<file path="config.mk">
export PLATFORM = sky130hd
export DESIGN_NAME = dali_manchester_transceiver_top
export DESIGN_NICKNAME = d
export VERILOG_FILES = /design/src/rtl/dali_pkg.sv /design/src/rtl/dali_rx.sv /design/src/rtl/dali_fwd.sv /design/src/rtl/dali_manchester_transceiver_top.sv
export SDC_FILE = /design/constraint.sdc
export NUM_CORES = 1
export LEC_CHECK = 0
export BUFFER_PORTS_ARGS = -buffer_cell sky130_fd_sc_hd__buf_2
export CORE_ASPECT_RATIO = 1.4
export CORE_MARGIN = 2
export CORE_UTILIZATION = 35
export DETAILED_ROUTE_END_ITERATION = 8
export PLACE_DENSITY = 0.51
export SYNTH_ARGS = -nofsm -noshare
export SYNTH_HDL_FRONTEND = slang
export SYNTH_SLANG_ARGS = --single-unit
</file>
<file path="constraint.sdc">
create_clock -name clk -period 2.59 [get_ports clk]
set_input_delay 0.259 -clock clk [delete_from_list [all_inputs] [get_ports clk]]
set_output_delay 0.259 -clock clk [all_outputs]
set_load 0.01 [all_outputs]
</file>
<file path="src/rtl/dali_pkg.sv">
// Shared types and constants for the DALI forward/backward frame transceiver.
// No dependencies; every other file of the block imports this package.
package dali_pkg;

	// item function codes
	typedef enum logic [1:0] {
		FUNC_TICK     = 2'd0,
		FUNC_SEND     = 2'd1,
		FUNC_RX_START = 2'd2
	} func_t;

	// frame and address constants
	localparam logic [7:0] BCAST_ADDR = 8'hFF;
	localparam logic [7:0] DEMO_CMD   = 8'hFF;
	localparam logic [7:0] SCENE_CMD  = 8'h10;
	localparam logic [7:0] INIT_ADDR  = 8'hA5;
	localparam logic [7:0] RAND_ADDR  = 8'hA7;
	localparam logic [7:0] GROUP_MASK = 8'hE0;
	localparam logic [7:0] SPECIAL_A  = 8'hA0;
	localparam logic [7:0] SPECIAL_C  = 8'hC0;
	localparam logic [7:0] REP_LO     = 8'h20;
	localparam logic [7:0] REP_HI     = 8'h80;

	// forward frame slot numbers (four slots per half bit)
	localparam logic [7:0] FIRST_BIT_SLOT = 8'd4;
	localparam logic [7:0] CMD_SLOT       = 8'd68;
	localparam logic [7:0] LAST_BIT_SLOT  = 8'd128;
	localparam logic [7:0] STOP_SLOT      = 8'd132;
	localparam logic [7:0] END_SLOT       = 8'd236;

	// backward frame timing in ticks
	localparam logic [7:0] RX_MIN_EDGE = 8'd6;
	localparam logic [7:0] RX_HALF_TO  = 8'd8;
	localparam logic [7:0] RX_BIT_TO   = 8'd10;
	localparam logic [3:0] RX_STOP1    = 4'd9;
	localparam logic [3:0] RX_STOP2    = 4'd10;

	localparam logic [15:0] DEMO_PERIOD_RESET = 16'd28800;

	// receiver status after an update
	typedef struct packed {
		logic       on;
		logic [7:0] answer;
		logic       ready;
	} rx_status_t;

	// transmitter / frame status after an update
	typedef struct packed {
		logic       drive;
		logic       on;
		logic       accepted;
		logic       resend;
		logic       fresh;
		logic [7:0] addr;
		logic [7:0] cmd;
	} fwd_status_t;

endpackage

</file>
<file path="src/rtl/dali_rx.sv">
// Backward frame receiver: edge timing, data bit capture and timeouts.
// Depends on dali_pkg.
module dali_rx
	import dali_pkg::*;
(
	input  logic       clk,
	input  logic       arst_n,
	input  logic       en,
	input  func_t      func,
	input  logic       lvl,
	output logic       rx_on,
	output rx_status_t nxt
);

	logic       on_q, on_d;
	logic [7:0] ticks_q, ticks_d;
	logic       last_q, last_d;
	logic [3:0] idx_q, idx_d;
	logic [7:0] ans_q, ans_d;
	logic       ready_d;
	logic [7:0] t;
	logic [3:0] pos4;

	assign t    = ticks_q + 8'd1;
	assign pos4 = 4'd8 - idx_q;

	// next state for one item
	always_comb begin
		on_d    = on_q;
		ticks_d = ticks_q;
		last_d  = last_q;
		idx_d   = idx_q;
		ans_d   = ans_q;
		ready_d = 1'b0;
		case (func)
			FUNC_TICK: begin
				if (on_q) begin
					ticks_d = t;
					if (lvl != last_q) begin
						if (idx_q == 4'd0) begin
							idx_d   = 4'd1;
							ticks_d = 8'd0;
						end else if (idx_q == RX_STOP1) begin
							if (t > RX_MIN_EDGE) on_d = 1'b0;
						end else if (idx_q == RX_STOP2) begin
							on_d = 1'b0;
						end else if (t > RX_MIN_EDGE) begin
							if (lvl) ans_d = ans_q | (8'd1 << pos4[2:0]);
							idx_d   = idx_q + 4'd1;
							ticks_d = 8'd0;
						end
						last_d = lvl;
					end else begin
						if (idx_q == 4'd0) begin
							if (t == RX_HALF_TO) on_d = 1'b0;
						end else if (idx_q == RX_STOP1) begin
							if (t == RX_HALF_TO) begin
								if (!lvl) begin
									on_d = 1'b0;
								end else begin
									idx_d   = RX_STOP2;
									ticks_d = 8'd0;
								end
							end
						end else if (idx_q == RX_STOP2) begin
							if (t == RX_HALF_TO) begin
								ready_d = 1'b1;
								on_d    = 1'b0;
							end
						end else if (t == RX_BIT_TO) begin
							on_d = 1'b0;
						end
					end
				end
			end
			FUNC_RX_START: begin
				ans_d   = 8'd0;
				idx_d   = 4'd0;
				last_d  = 1'b0;
				ticks_d = 8'd0;
				on_d    = 1'b1;
			end
			default: begin
			end
		endcase
	end

	// state registers
	always_ff @(posedge clk or negedge arst_n) begin
		if (!arst_n) begin
			on_q    <= 1'b0;
			ticks_q <= 8'd0;
			last_q  <= 1'b0;
			idx_q   <= 4'd0;
			ans_q   <= 8'd0;
		end else if (en) begin
			on_q    <= on_d;
			ticks_q <= ticks_d;
			last_q  <= last_d;
			idx_q   <= idx_d;
			ans_q   <= ans_d;
		end
	end

	assign rx_on      = on_q;
	assign nxt.on     = on_d;
	assign nxt.answer = ans_d;
	assign nxt.ready  = ready_d;

endmodule

</file>
<file path="src/rtl/dali_fwd.sv">
// Forward frame transmitter with frame latch, repeat flag and demo scene stepping.
// Depends on dali_pkg.
module dali_fwd
	import dali_pkg::*;
(
	input  logic        clk,
	input  logic        arst_n,
	input  logic        en,
	input  func_t       func,
	input  logic [7:0]  tx_address,
	input  logic [7:0]  tx_command,
	input  logic        rx_on,
	input  logic [15:0] demo_period,
	output fwd_status_t nxt
);

	logic        on_q, on_d;
	logic [7:0]  slot_q, slot_d;
	logic        nl_q, nl_d;
	logic        drive_q, drive_d;
	logic [7:0]  addr_q, addr_d;
	logic [7:0]  cmd_q, cmd_d;
	logic        rep_q, rep_d;
	logic        demo_q, demo_d;
	logic [15:0] cnt_q, cnt_d;
	logic [3:0]  scene_q, scene_d;
	logic        acc_d, resend_d, fresh_d;
	logic [15:0] cnt_inc;
	logic [3:0]  scene_inc;
	logic [7:0]  slot_off;
	logic        data_bit;

	// bit of the frame sent in the current data slot, MSB first
	assign slot_off = (slot_q < CMD_SLOT) ? (8'd64 - slot_q) : (LAST_BIT_SLOT - slot_q);
	assign data_bit = (slot_q < CMD_SLOT) ? addr_q[slot_off[5:3]] : cmd_q[slot_off[5:3]];

	assign cnt_inc   = cnt_q + 16'd1;
	assign scene_inc = scene_q + 4'd1;

	// next state for one item
	always_comb begin
		on_d     = on_q;
		slot_d   = slot_q;
		nl_d     = nl_q;
		drive_d  = drive_q;
		addr_d   = addr_q;
		cmd_d    = cmd_q;
		rep_d    = rep_q;
		demo_d   = demo_q;
		cnt_d    = cnt_q;
		scene_d  = scene_q;
		acc_d    = 1'b0;
		resend_d = 1'b0;
		fresh_d  = 1'b0;
		case (func)
			FUNC_TICK: begin
				// transmit slot
				if (on_q) begin
					if (slot_q[1:0] == 2'd0) begin
						drive_d = nl_q;
						if (slot_q == 8'd0) nl_d = 1'b1;
						if (slot_q >= FIRST_BIT_SLOT && slot_q <= LAST_BIT_SLOT)
							nl_d = slot_q[2] ? ~data_bit : data_bit;
						if (slot_q == STOP_SLOT) nl_d = 1'b1;
						if (slot_q == END_SLOT) begin
							on_d = 1'b0;
							if (rep_q) resend_d = 1'b1;
						end
					end
					slot_d = slot_q + 8'd1;
				end
				// demo scene stepping
				if (demo_q) begin
					cnt_d = cnt_inc;
					if (cnt_inc == demo_period) begin
						cnt_d    = 16'd0;
						scene_d  = scene_inc;
						addr_d   = BCAST_ADDR;
						cmd_d    = SCENE_CMD + {4'd0, scene_inc};
						fresh_d  = 1'b1;
						resend_d = 1'b1;
					end
				end
			end
			FUNC_SEND: begin
				if (!on_q && !rx_on) begin
					acc_d  = 1'b1;
					addr_d = tx_address;
					cmd_d  = tx_command;
					if (tx_address == BCAST_ADDR && tx_command == DEMO_CMD) begin
						cnt_d   = 16'd0;
						scene_d = 4'd0;
						cmd_d   = SCENE_CMD;
						demo_d  = 1'b1;
						fresh_d = 1'b1;
					end
					// commands that go out twice
					if (rep_q) begin
						rep_d = 1'b0;
					end else if (tx_address[0]) begin
						if ((tx_address & GROUP_MASK) == SPECIAL_A ||
						    (tx_address & GROUP_MASK) == SPECIAL_C) begin
							if (tx_address == INIT_ADDR || tx_address == RAND_ADDR)
								rep_d = 1'b1;
						end else if (cmd_d >= REP_LO && cmd_d <= REP_HI) begin
							rep_d = 1'b1;
						end
					end
					nl_d   = 1'b0;
					slot_d = 8'd0;
					on_d   = 1'b1;
				end
			end
			default: begin
			end
		endcase
	end

	// state registers
	always_ff @(posedge clk or negedge arst_n) begin
		if (!arst_n) begin
			on_q    <= 1'b0;
			slot_q  <= 8'd0;
			nl_q    <= 1'b0;
			drive_q <= 1'b0;
			addr_q  <= 8'd0;
			cmd_q   <= 8'd0;
			rep_q   <= 1'b0;
			demo_q  <= 1'b0;
			cnt_q   <= 16'd0;
			scene_q <= 4'd0;
		end else if (en) begin
			on_q    <= on_d;
			slot_q  <= slot_d;
			nl_q    <= nl_d;
			drive_q <= drive_d;
			addr_q  <= addr_d;
			cmd_q   <= cmd_d;
			rep_q   <= rep_d;
			demo_q  <= demo_d;
			cnt_q   <= cnt_d;
			scene_q <= scene_d;
		end
	end

	assign nxt.drive    = drive_d;
	assign nxt.on       = on_d;
	assign nxt.accepted = acc_d;
	assign nxt.resend   = resend_d;
	assign nxt.fresh    = fresh_d;
	assign nxt.addr     = addr_d;
	assign nxt.cmd      = cmd_d;

endmodule

</file>
<file path="src/rtl/dali_manchester_transceiver_top.sv">
// DALI Manchester forward/backward frame transceiver, top level.
// Input register, result register, demo period register.
// Depends on dali_pkg, dali_rx and dali_fwd.
//
// Usage:
//  - Input channel (in_valid/in_stall): one item per transfer; func selects a
//    tick, a send request (tx_address/tx_command) or a receive start.
//  - Output channel (out_valid/out_stall): exactly one result per item, in
//    order, showing the status after that item.
//  - cfg_we/cfg_wdata write demo_period; write only while the block is idle.
//  - Path: the result of an item is offered from the result register, after it
//    has passed the input register; a stall can hold it in the input register.
//  - Throughput: one item per cycle unless out_stall holds a full result register;
//    the frame and receiver state update in a single pass between the input register and the result register.
//  - Stall: while out_stall holds a full result register, the item in the
//    input register waits and in_stall rises; nothing is lost or repeated.
//  - Reset (arst_n low): frame and receiver state clears, demo_period returns to 28800,
//    both channels empty; the data fields of the two registers are not reset.
module dali_manchester_transceiver_top
	import dali_pkg::*;
(
	input  logic        clk,
	input  logic        arst_n,
	input  logic        in_valid,
	output logic        in_stall,
	input  logic [1:0]  func,
	input  logic        line_in,
	input  logic [7:0]  tx_address,
	input  logic [7:0]  tx_command,
	output logic        out_valid,
	input  logic        out_stall,
	output logic        line_out,
	output logic        send_accepted,
	output logic        tx_busy,
	output logic        rx_busy,
	output logic [7:0]  answer_byte,
	output logic        answer_ready,
	output logic        resend_request,
	output logic        new_frame,
	output logic [7:0]  frame_address,
	output logic [7:0]  frame_command,
	input  logic        cfg_we,
	input  logic [15:0] cfg_wdata
);

	logic        valid_s1;
	func_t       func_s1;
	logic        line_s1;
	logic [7:0]  addr_s1;
	logic [7:0]  cmd_s1;
	logic        advance;
	logic        take;
	logic [15:0] demo_period_q;
	logic        rx_on;
	rx_status_t  rx_nxt;
	fwd_status_t fwd_nxt;
	logic        out_valid_q;
	rx_status_t  rx_res_q;
	fwd_status_t fwd_res_q;

	// handshake: the staged item moves on when the result register is free or its result is taken
	assign advance  = valid_s1 && (!out_valid_q || !out_stall);
	assign in_stall = valid_s1 && !advance;
	assign take     = in_valid && !in_stall;

	// configuration register
	always_ff @(posedge clk or negedge arst_n) begin
		if (!arst_n) begin
			demo_period_q <= DEMO_PERIOD_RESET;
		end else if (cfg_we) begin
			demo_period_q <= cfg_wdata;
		end
	end

	// input register
	always_ff @(posedge clk or negedge arst_n) begin
		if (!arst_n) begin
			valid_s1 <= 1'b0;
		end else if (take) begin
			valid_s1 <= 1'b1;
		end else if (advance) begin
			valid_s1 <= 1'b0;
		end
	end

	always_ff @(posedge clk) begin
		if (take) begin
			func_s1 <= func_t'(func);
			line_s1 <= line_in;
			addr_s1 <= tx_address;
			cmd_s1  <= tx_command;
		end
	end

	dali_rx u_rx (
		.clk    (clk),
		.arst_n (arst_n),
		.en     (advance),
		.func   (func_s1),
		.lvl    (line_s1),
		.rx_on  (rx_on),
		.nxt    (rx_nxt)
	);

	dali_fwd u_fwd (
		.clk         (clk),
		.arst_n      (arst_n),
		.en          (advance),
		.func        (func_s1),
		.tx_address  (addr_s1),
		.tx_command  (cmd_s1),
		.rx_on       (rx_on),
		.demo_period (demo_period_q),
		.nxt         (fwd_nxt)
	);

	// result register
	always_ff @(posedge clk or negedge arst_n) begin
		if (!arst_n) begin
			out_valid_q <= 1'b0;
		end else if (advance) begin
			out_valid_q <= 1'b1;
		end else if (!out_stall) begin
			out_valid_q <= 1'b0;
		end
	end

	always_ff @(posedge clk) begin
		if (advance) begin
			rx_res_q  <= rx_nxt;
			fwd_res_q <= fwd_nxt;
		end
	end

	assign out_valid      = out_valid_q;
	assign line_out       = fwd_res_q.drive;
	assign send_accepted  = fwd_res_q.accepted;
	assign tx_busy        = fwd_res_q.on;
	assign rx_busy        = rx_res_q.on;
	assign answer_byte    = rx_res_q.answer;
	assign answer_ready   = rx_res_q.ready;
	assign resend_request = fwd_res_q.resend;
	assign new_frame      = fwd_res_q.fresh;
	assign frame_address  = fwd_res_q.addr;
	assign frame_command  = fwd_res_q.cmd;

	// a taken send request always starts a frame
	a_accept_busy: assert property (@(posedge clk) disable iff (!arst_n)
		out_valid_q && fwd_res_q.accepted |-> fwd_res_q.on)
		else $error("send accepted without frame in progress");

	// a completed backward frame ends reception
	a_ready_idle: assert property (@(posedge clk) disable iff (!arst_n)
		out_valid_q && rx_res_q.ready |-> !rx_res_q.on)
		else $error("answer ready while receiver still busy");

	// a demo load always targets the broadcast address
	a_demo_bcast: assert property (@(posedge clk) disable iff (!arst_n)
		out_valid_q && fwd_res_q.fresh |-> fwd_res_q.addr == BCAST_ADDR)
		else $error("demo frame not broadcast");

	// a stalled result that is not taken stays offered
	a_result_hold: assert property (@(posedge clk) disable iff (!arst_n)
		out_valid_q && out_stall |=> out_valid_q && $stable(fwd_res_q) && $stable(rx_res_q))
		else $error("stalled result changed");

endmodule
</file>
Word level (Yosys, flattened, before mapping)

Cells that the tools add are included.

Register bits: 139
Input bits: 40
Output and inout port bits: 33
Word-level logic and storage cells: 235

$add $sub $neg: 9
Magnitude comparators: 7
Equal/unequal tests: 33
Shift-type cells: 1
Muxes and demuxes: 115
Bitwise gates (word level): 5
Reductions and logical operators: 33

Operators with widths:

| operator              | number |
|---|---|
| $mux 8                | 28 |
| $pmux 8 s2            | 5 |
| $mux 16               | 4 |
| $mux 4                | 14 |
| $mux 1                | 53 |
| $eq 8x8->1 const B    | 6 |
| $pmux 16 s2           | 1 |
| $add 16x1->16 const B | 1 |
| $add 8x1->8 const B   | 2 |
| $eq 16x16->1          | 1 |
| $eq 8x4->1 const B    | 2 |
| $le 8x8->1 const B    | 2 |
| $pmux 4 s2            | 2 |
| $ne 2x1->1 const B    | 7 |
| $ne 3x3->1 const B    | 4 |
| $ne 4x4->1 const B    | 3 |
| $reduce_and 4->1      | 3 |
| $reduce_and 6->1      | 2 |
| $sub 1x6->6 const A   | 2 |
| $pmux 1 s2            | 5 |
| $reduce_and 10->1     | 1 |
| $add 4x1->4 const B   | 2 |
| $eq 4x4->1 const B    | 2 |
| $ge 8x3->1 const B    | 1 |
| other kinds (27)      | 50 |

Depth between registers and ports, before layout

Depth after elaboration: 12
Gate-level depth with buffers: 12
Gate-level depth less buffers: 10

Hierarchy

From an unflattened synthesis, not the netlist that was laid out.

Cell total of the unflattened synthesis: 768
Area total of the unflattened synthesis: 7826.3 um^2

Modules (own cells, without submodules):

| module                          | instances | cells an instance | area each (um^2) | seq. area each (um^2) |
|---|---|---|---|---|
| dali_fwd                        | 1         | 473               | 3876.2           | 1226.2 |
| dali_manchester_transceiver_top | 1         | 92                | 2242.2           | 1956.9 |
| dali_rx                         | 1         | 203               | 1707.9           | 550.5 |

Least setup slack after synthesis

OpenSTA, ideal clock, no wires.

Kind: flip-flop to flip-flop
Start point: register u_fwd.cnt_q[2]
End point: register fwd_res_q (netlist bit frame_command[5]), data pin
Setup time: 0.256 ns
Arrival: 2.530 ns
Data required time: 2.334 ns
Setup slack: -0.196 ns
Stages on the path, launching flop included: 12
Path buffers: 3
Clock period less this slack: 2.786 ns
Cell sequence: dfrtp_1 clkbuf_2 nand3_1 buf_4 nor4_1 xnor2_1 nand3_2 nor4_4 and3_1 buf_4 a21oi_1 a22o_1

RTL lines:

| what                   | line                                   | source |
|---|---|---|
| start, declared        | dali_fwd.sv:25                         | `logic [15:0] cnt_q, cnt_d;` |
| start signal, assigned | dali_fwd.sv:141                        | `cnt_q <= cnt_d;` |
| end signal, assigned   | dali_manchester_transceiver_top.sv:131 | `fwd_res_q <= fwd_nxt;` |
| end, declared          | dali_manchester_transceiver_top.sv:59  | `fwd_status_t fwd_res_q;` |

Worst setup path after layout

Start point: register u_fwd.cnt_q[0]
End point: register u_fwd.addr_q[7]

Cells in the longest elaborated chain, start to end: 5

RTL lines:

| what                 | line            | source |
|---|---|---|
| $add 16x1->16        | dali_fwd.sv:37  | `assign cnt_inc = cnt_q + 16'd1;` |
| $eq 16x16->1         | dali_fwd.sv:75  | `if (cnt_inc == demo_period) begin` |
| $mux 8               | dali_fwd.sv:75  |  |
| $mux 8               | dali_fwd.sv:73  | `if (demo_q) begin` |
| $pmux 8 s2           | dali_fwd.sv:55  | `case (func)` |
| end signal, assigned | dali_fwd.sv:137 | `addr_q <= addr_d;` |
| end, declared        | dali_fwd.sv:21  | `logic [7:0] addr_q, addr_d;` |

No other way between the ends.
A chain may end at the register's enable or synchronous reset.

==> metrics <==
status=finished, violations left; violations in the final reports=setup timing; synthesized net count=789; RSZ-0062 raised after global routing=true; Hold Path Class=in -> reg; Int Power=5.28 mW; number of enable flip-flop cells after synthesis=50; Placed Cells incl. Taps=1105; GRT Residual Overflow=0; Sw Ratio=0.320; synthesized area divided by synthesized cell count=10.0 sq um; largest buffer count on any clock path=2; kind of critical path=reg -> reg; flops & latches, synth=139; sequential fraction of design power=0.400; Antenna Nets Post-Route=0; post-route setup TNS=-0.588 ns; IR drop worst, VDD=0.405 mV; WP data arrival=3.00 ns; Inserted Clock Buffers=17; clock transition at the register clock pins on the worst setup and hold paths after CTS=0.06 ns; ratio of total power to cell area=794 mW/mm^2; CTS H-tree depth=4; Nets=967; summed instance area of the synthesized netlist=0.00736 sq mm; Fin. Hold Viols=0; xor-xnor portion of the synthesized cell area=0.0428; antenna diode count=0; Synth async-reset ratio=0.640; multiplexer share of the synthesized area=0.0388; number of global-route vias before repair=6419; GP Congestion=0.886; Synth Area in Adders=0.0238; library cells used by synthesis=68; count of non-filler cells in the finished layout=1182; worst slew margin relative to its limit=0.591; wire length after detailed routing=19800 microns; vias per cell=5.29; largest family of logic cells by synthesized area=simple AND/OR/NAND/NOR gates; most frequent cells in the layout=92 x sky130_fd_sc_hd__buf_4, 83 x sky130_fd_sc_hd__dfrtp_1, 80 x sky130_fd_sc_hd__nor2_1; leakage power total=4.21 nW; worst path required time=2.94 ns; detailed-router iteration count before antenna repair=5; CTS tree=yes; IO buf count=72; height of the die=176 microns; growth of design area from synthesis to finish=33.0%; HPWL reported at the end of detailed placement=14100 microns; combinational share of power=0.284; die outline area=0.0222 sq mm; most common cell after layout, fill and taps aside=sky130_fd_sc_hd__buf_4; wire length of the first global-routing pass=32600 microns; antenna violations before repair=0; Final WS setup=-0.0543 ns; total global-route track usage=0.183; number of sinks driven by the clock tree=139; number of DRC violations after detailed routing=0; placeable core region=0.0206 sq mm; startpoint type of the worst setup path=register; Highest Clock Rate=378 MHz; clock root buffer=sky130_fd_sc_hd__clkbuf_16; basic-gate share of the synthesized area counting and, or, nand and nor cells=0.194; proportion of synthesized chip area in sequential cells=0.507; filler cell count=1862; Worst Max-Slew Pin Slew=0.612 ns; Post-Synthesis Cells=735; Synth Flop Type=sky130_fd_sc_hd__dfrtp_1; Period minus WS final=2.64 ns; initial cell density of the core=0.358; post-route total power=7.77 mW; net switching power=2.48 mW; number of max-capacitance violations reported=0; Max Clock Skew=0.0109 ns; crit end category=register; boundary pin count=73; fin. max-slew vios=0; worst-path maximum fanout=10; worst-skew pair later-pin latency=0.43 ns; Core Rows=62; pin count of the biggest net entering global routing=33; layout cell share with drive strength beyond 1=0.311; share of the cycle needed by the critical path after routing=1.02; total number of yosys warnings=0; Clk pwr share=0.315; share of the synthesized area in compound gates (AO/OA/AOI/OAI)=0.158; Die Span X=127 microns; number of DRC markers in iteration 0=321; Wirelength per Cell=16.8 microns; final-report setup violation count=23; vias=6253
## flip-flops by register name (all words and copies together) (netlist names), 4 cells and up
name	flops
u_fwd.slot_q	8
u_fwd.addr_q	8
demo_period_q	16
u_fwd.scene_q	4
answer_byte	8
u_fwd.cmd_q	8
u_rx.idx_q	4
u_rx.ticks_q	8
addr_s1	8
cmd_s1	8
frame_address	8
frame_command	8
u_fwd.cnt_q	16
u_rx.ans_q	8
## logic make-up after synthesis
group,after synthesis
muxes,26
AOI/OAI and AO/OA,173
DFF,139
and+or+nand+nor,285
buffers and inverters,62
xor gates and xnor gates,36
adders and majority gates,14
## final cells by class
cell class	instances	area (sq um)	area share
clock inverter	13	151	0.0155
timing repair buffer	194	1410	0.144
inverter	26	97.6	0.00997
sequential	139	3740	0.382
clock buffer	19	433	0.0442
tap	256	320	0.0327
multi-input combinational	535	3640	0.372
## what timing repair did
action,4_1_cts,5_1_grt
hold buffers,19,0
cloned,0,2
endpoints found under the hold margin,40,0
pin swaps,18,13
buffers inserted,22,5
gates resized for setup,17,54
setup endpoints to repair,33,53
## path summary, 6_finish.rpt
check / start / cells after the start / slack [ns] / to
max in group asynchronous: arst_n / 3 / 1.71 / u_fwd.addr_q[2]$_DFFE_PN0P_
min: tx_address[4] / 1 / 0.02 / addr_s1[4]$_DFFE_PP_
max: u_fwd.cnt_q[0]$_DFFE_PN0P_ / 10 / -0.05 / u_fwd.addr_q[7]$_DFFE_PN0P_
max reg2reg: u_fwd.cnt_q[0]$_DFFE_PN0P_ / 10 / -0.05 / u_fwd.addr_q[7]$_DFFE_PN0P_
min in group asynchronous: arst_n / 2 / 0.30 / u_rx.last_q$_DFFE_PN0P_
min reg2reg: u_rx.ans_q[2]$_DFFE_PN0P_ / 2 / 0.49 / u_rx.ans_q[2]$_DFFE_PN0P_
## power by group through the flow
stage,Clock [mW],Combinational [mW],Sequential (mW)
final,2.45,2.21,3.11
after global routing,2.62,2.45,3.15
after CTS,2.51,2.03,3.09
after detailed placement,0,1.95,3.12
after global placement,0,1.90,3.12
after floorplan,0,1.27,3.03
## Yosys cell counts (all sizes together) (3+ instances only)
library cell / instances / area [sq um]
a2bb2oi: 5 / 50.0
nand2: 66 / 253
nor3: 18 / 90.1
edfxtp: 50 / 1500
nand2b: 9 / 56.3
nor2: 80 / 300
o41ai: 4 / 35.0
o31ai: 8 / 60.1
inv: 24 / 90.1
nand3: 32 / 165
a31oi: 10 / 62.6
clkbuf: 23 / 87.6
a22o: 10 / 87.6
xnor2: 17 / 149
o211ai: 5 / 37.5
a21oi: 33 / 176
nor4: 10 / 77.6
and2: 11 / 68.8
o22ai: 5 / 31.3
dfrtp: 85 / 2130
and4: 3 / 26.3
o22a: 8 / 70.1
o21ai: 49 / 253
nand4b: 3 / 26.3
or4: 4 / 33.8
dfstp: 4 / 105
ha: 14 / 175
nor2b: 9 / 56.3
a21o: 9 / 67.6
nand4: 14 / 103
xor2: 19 / 166
mux2i: 9 / 90.1
a211oi: 14 / 105
and3: 13 / 81.3
mux2: 17 / 195
buf: 13 / 77.6
or3: 7 / 43.8
## per-stage QoR
stage,cell area [sq um],hold slack (ns),util,worst slack (ns)
3_3_place_gp,8550,0.193,0.416,-0.153
5_1_grt,9790,0.00293,0.476,-0.159
2_1_floorplan,7420,-0.0366,-,0.0127
6_report,9790,0.0213,0.476,-0.0543
3_5_place_dp,8550,0.197,0.416,-0.216
4_1_cts,9560,0.00127,0.465,-0.0200
## metal layers
layer	track usage	vias up	part of all wire
met5	0	-	0
met4	0.0769	0	0.031
met3	0.0390	37	0.033
met2	0.328	131	0.53
met1	0.210	3047	0.41
li1	-	3038	-
## critical path: stages (launching register included)
cell	delay (ns)
sky130_fd_sc_hd__dfrtp_1	0.39
sky130_fd_sc_hd__nand3_2	0.13
sky130_fd_sc_hd__or4_4	0.57
sky130_fd_sc_hd__o21ai_2	0.16
sky130_fd_sc_hd__nand3_2	0.10
sky130_fd_sc_hd__nor4_4	0.30
sky130_fd_sc_hd__buf_4	0.19
sky130_fd_sc_hd__nand4_4	0.20
sky130_fd_sc_hd__a21oi_4	0.23
sky130_fd_sc_hd__buf_12	0.15
sky130_fd_sc_hd__a2bb2oi_2	0.14
No activity file was read; power rests on OpenSTA's default activity.
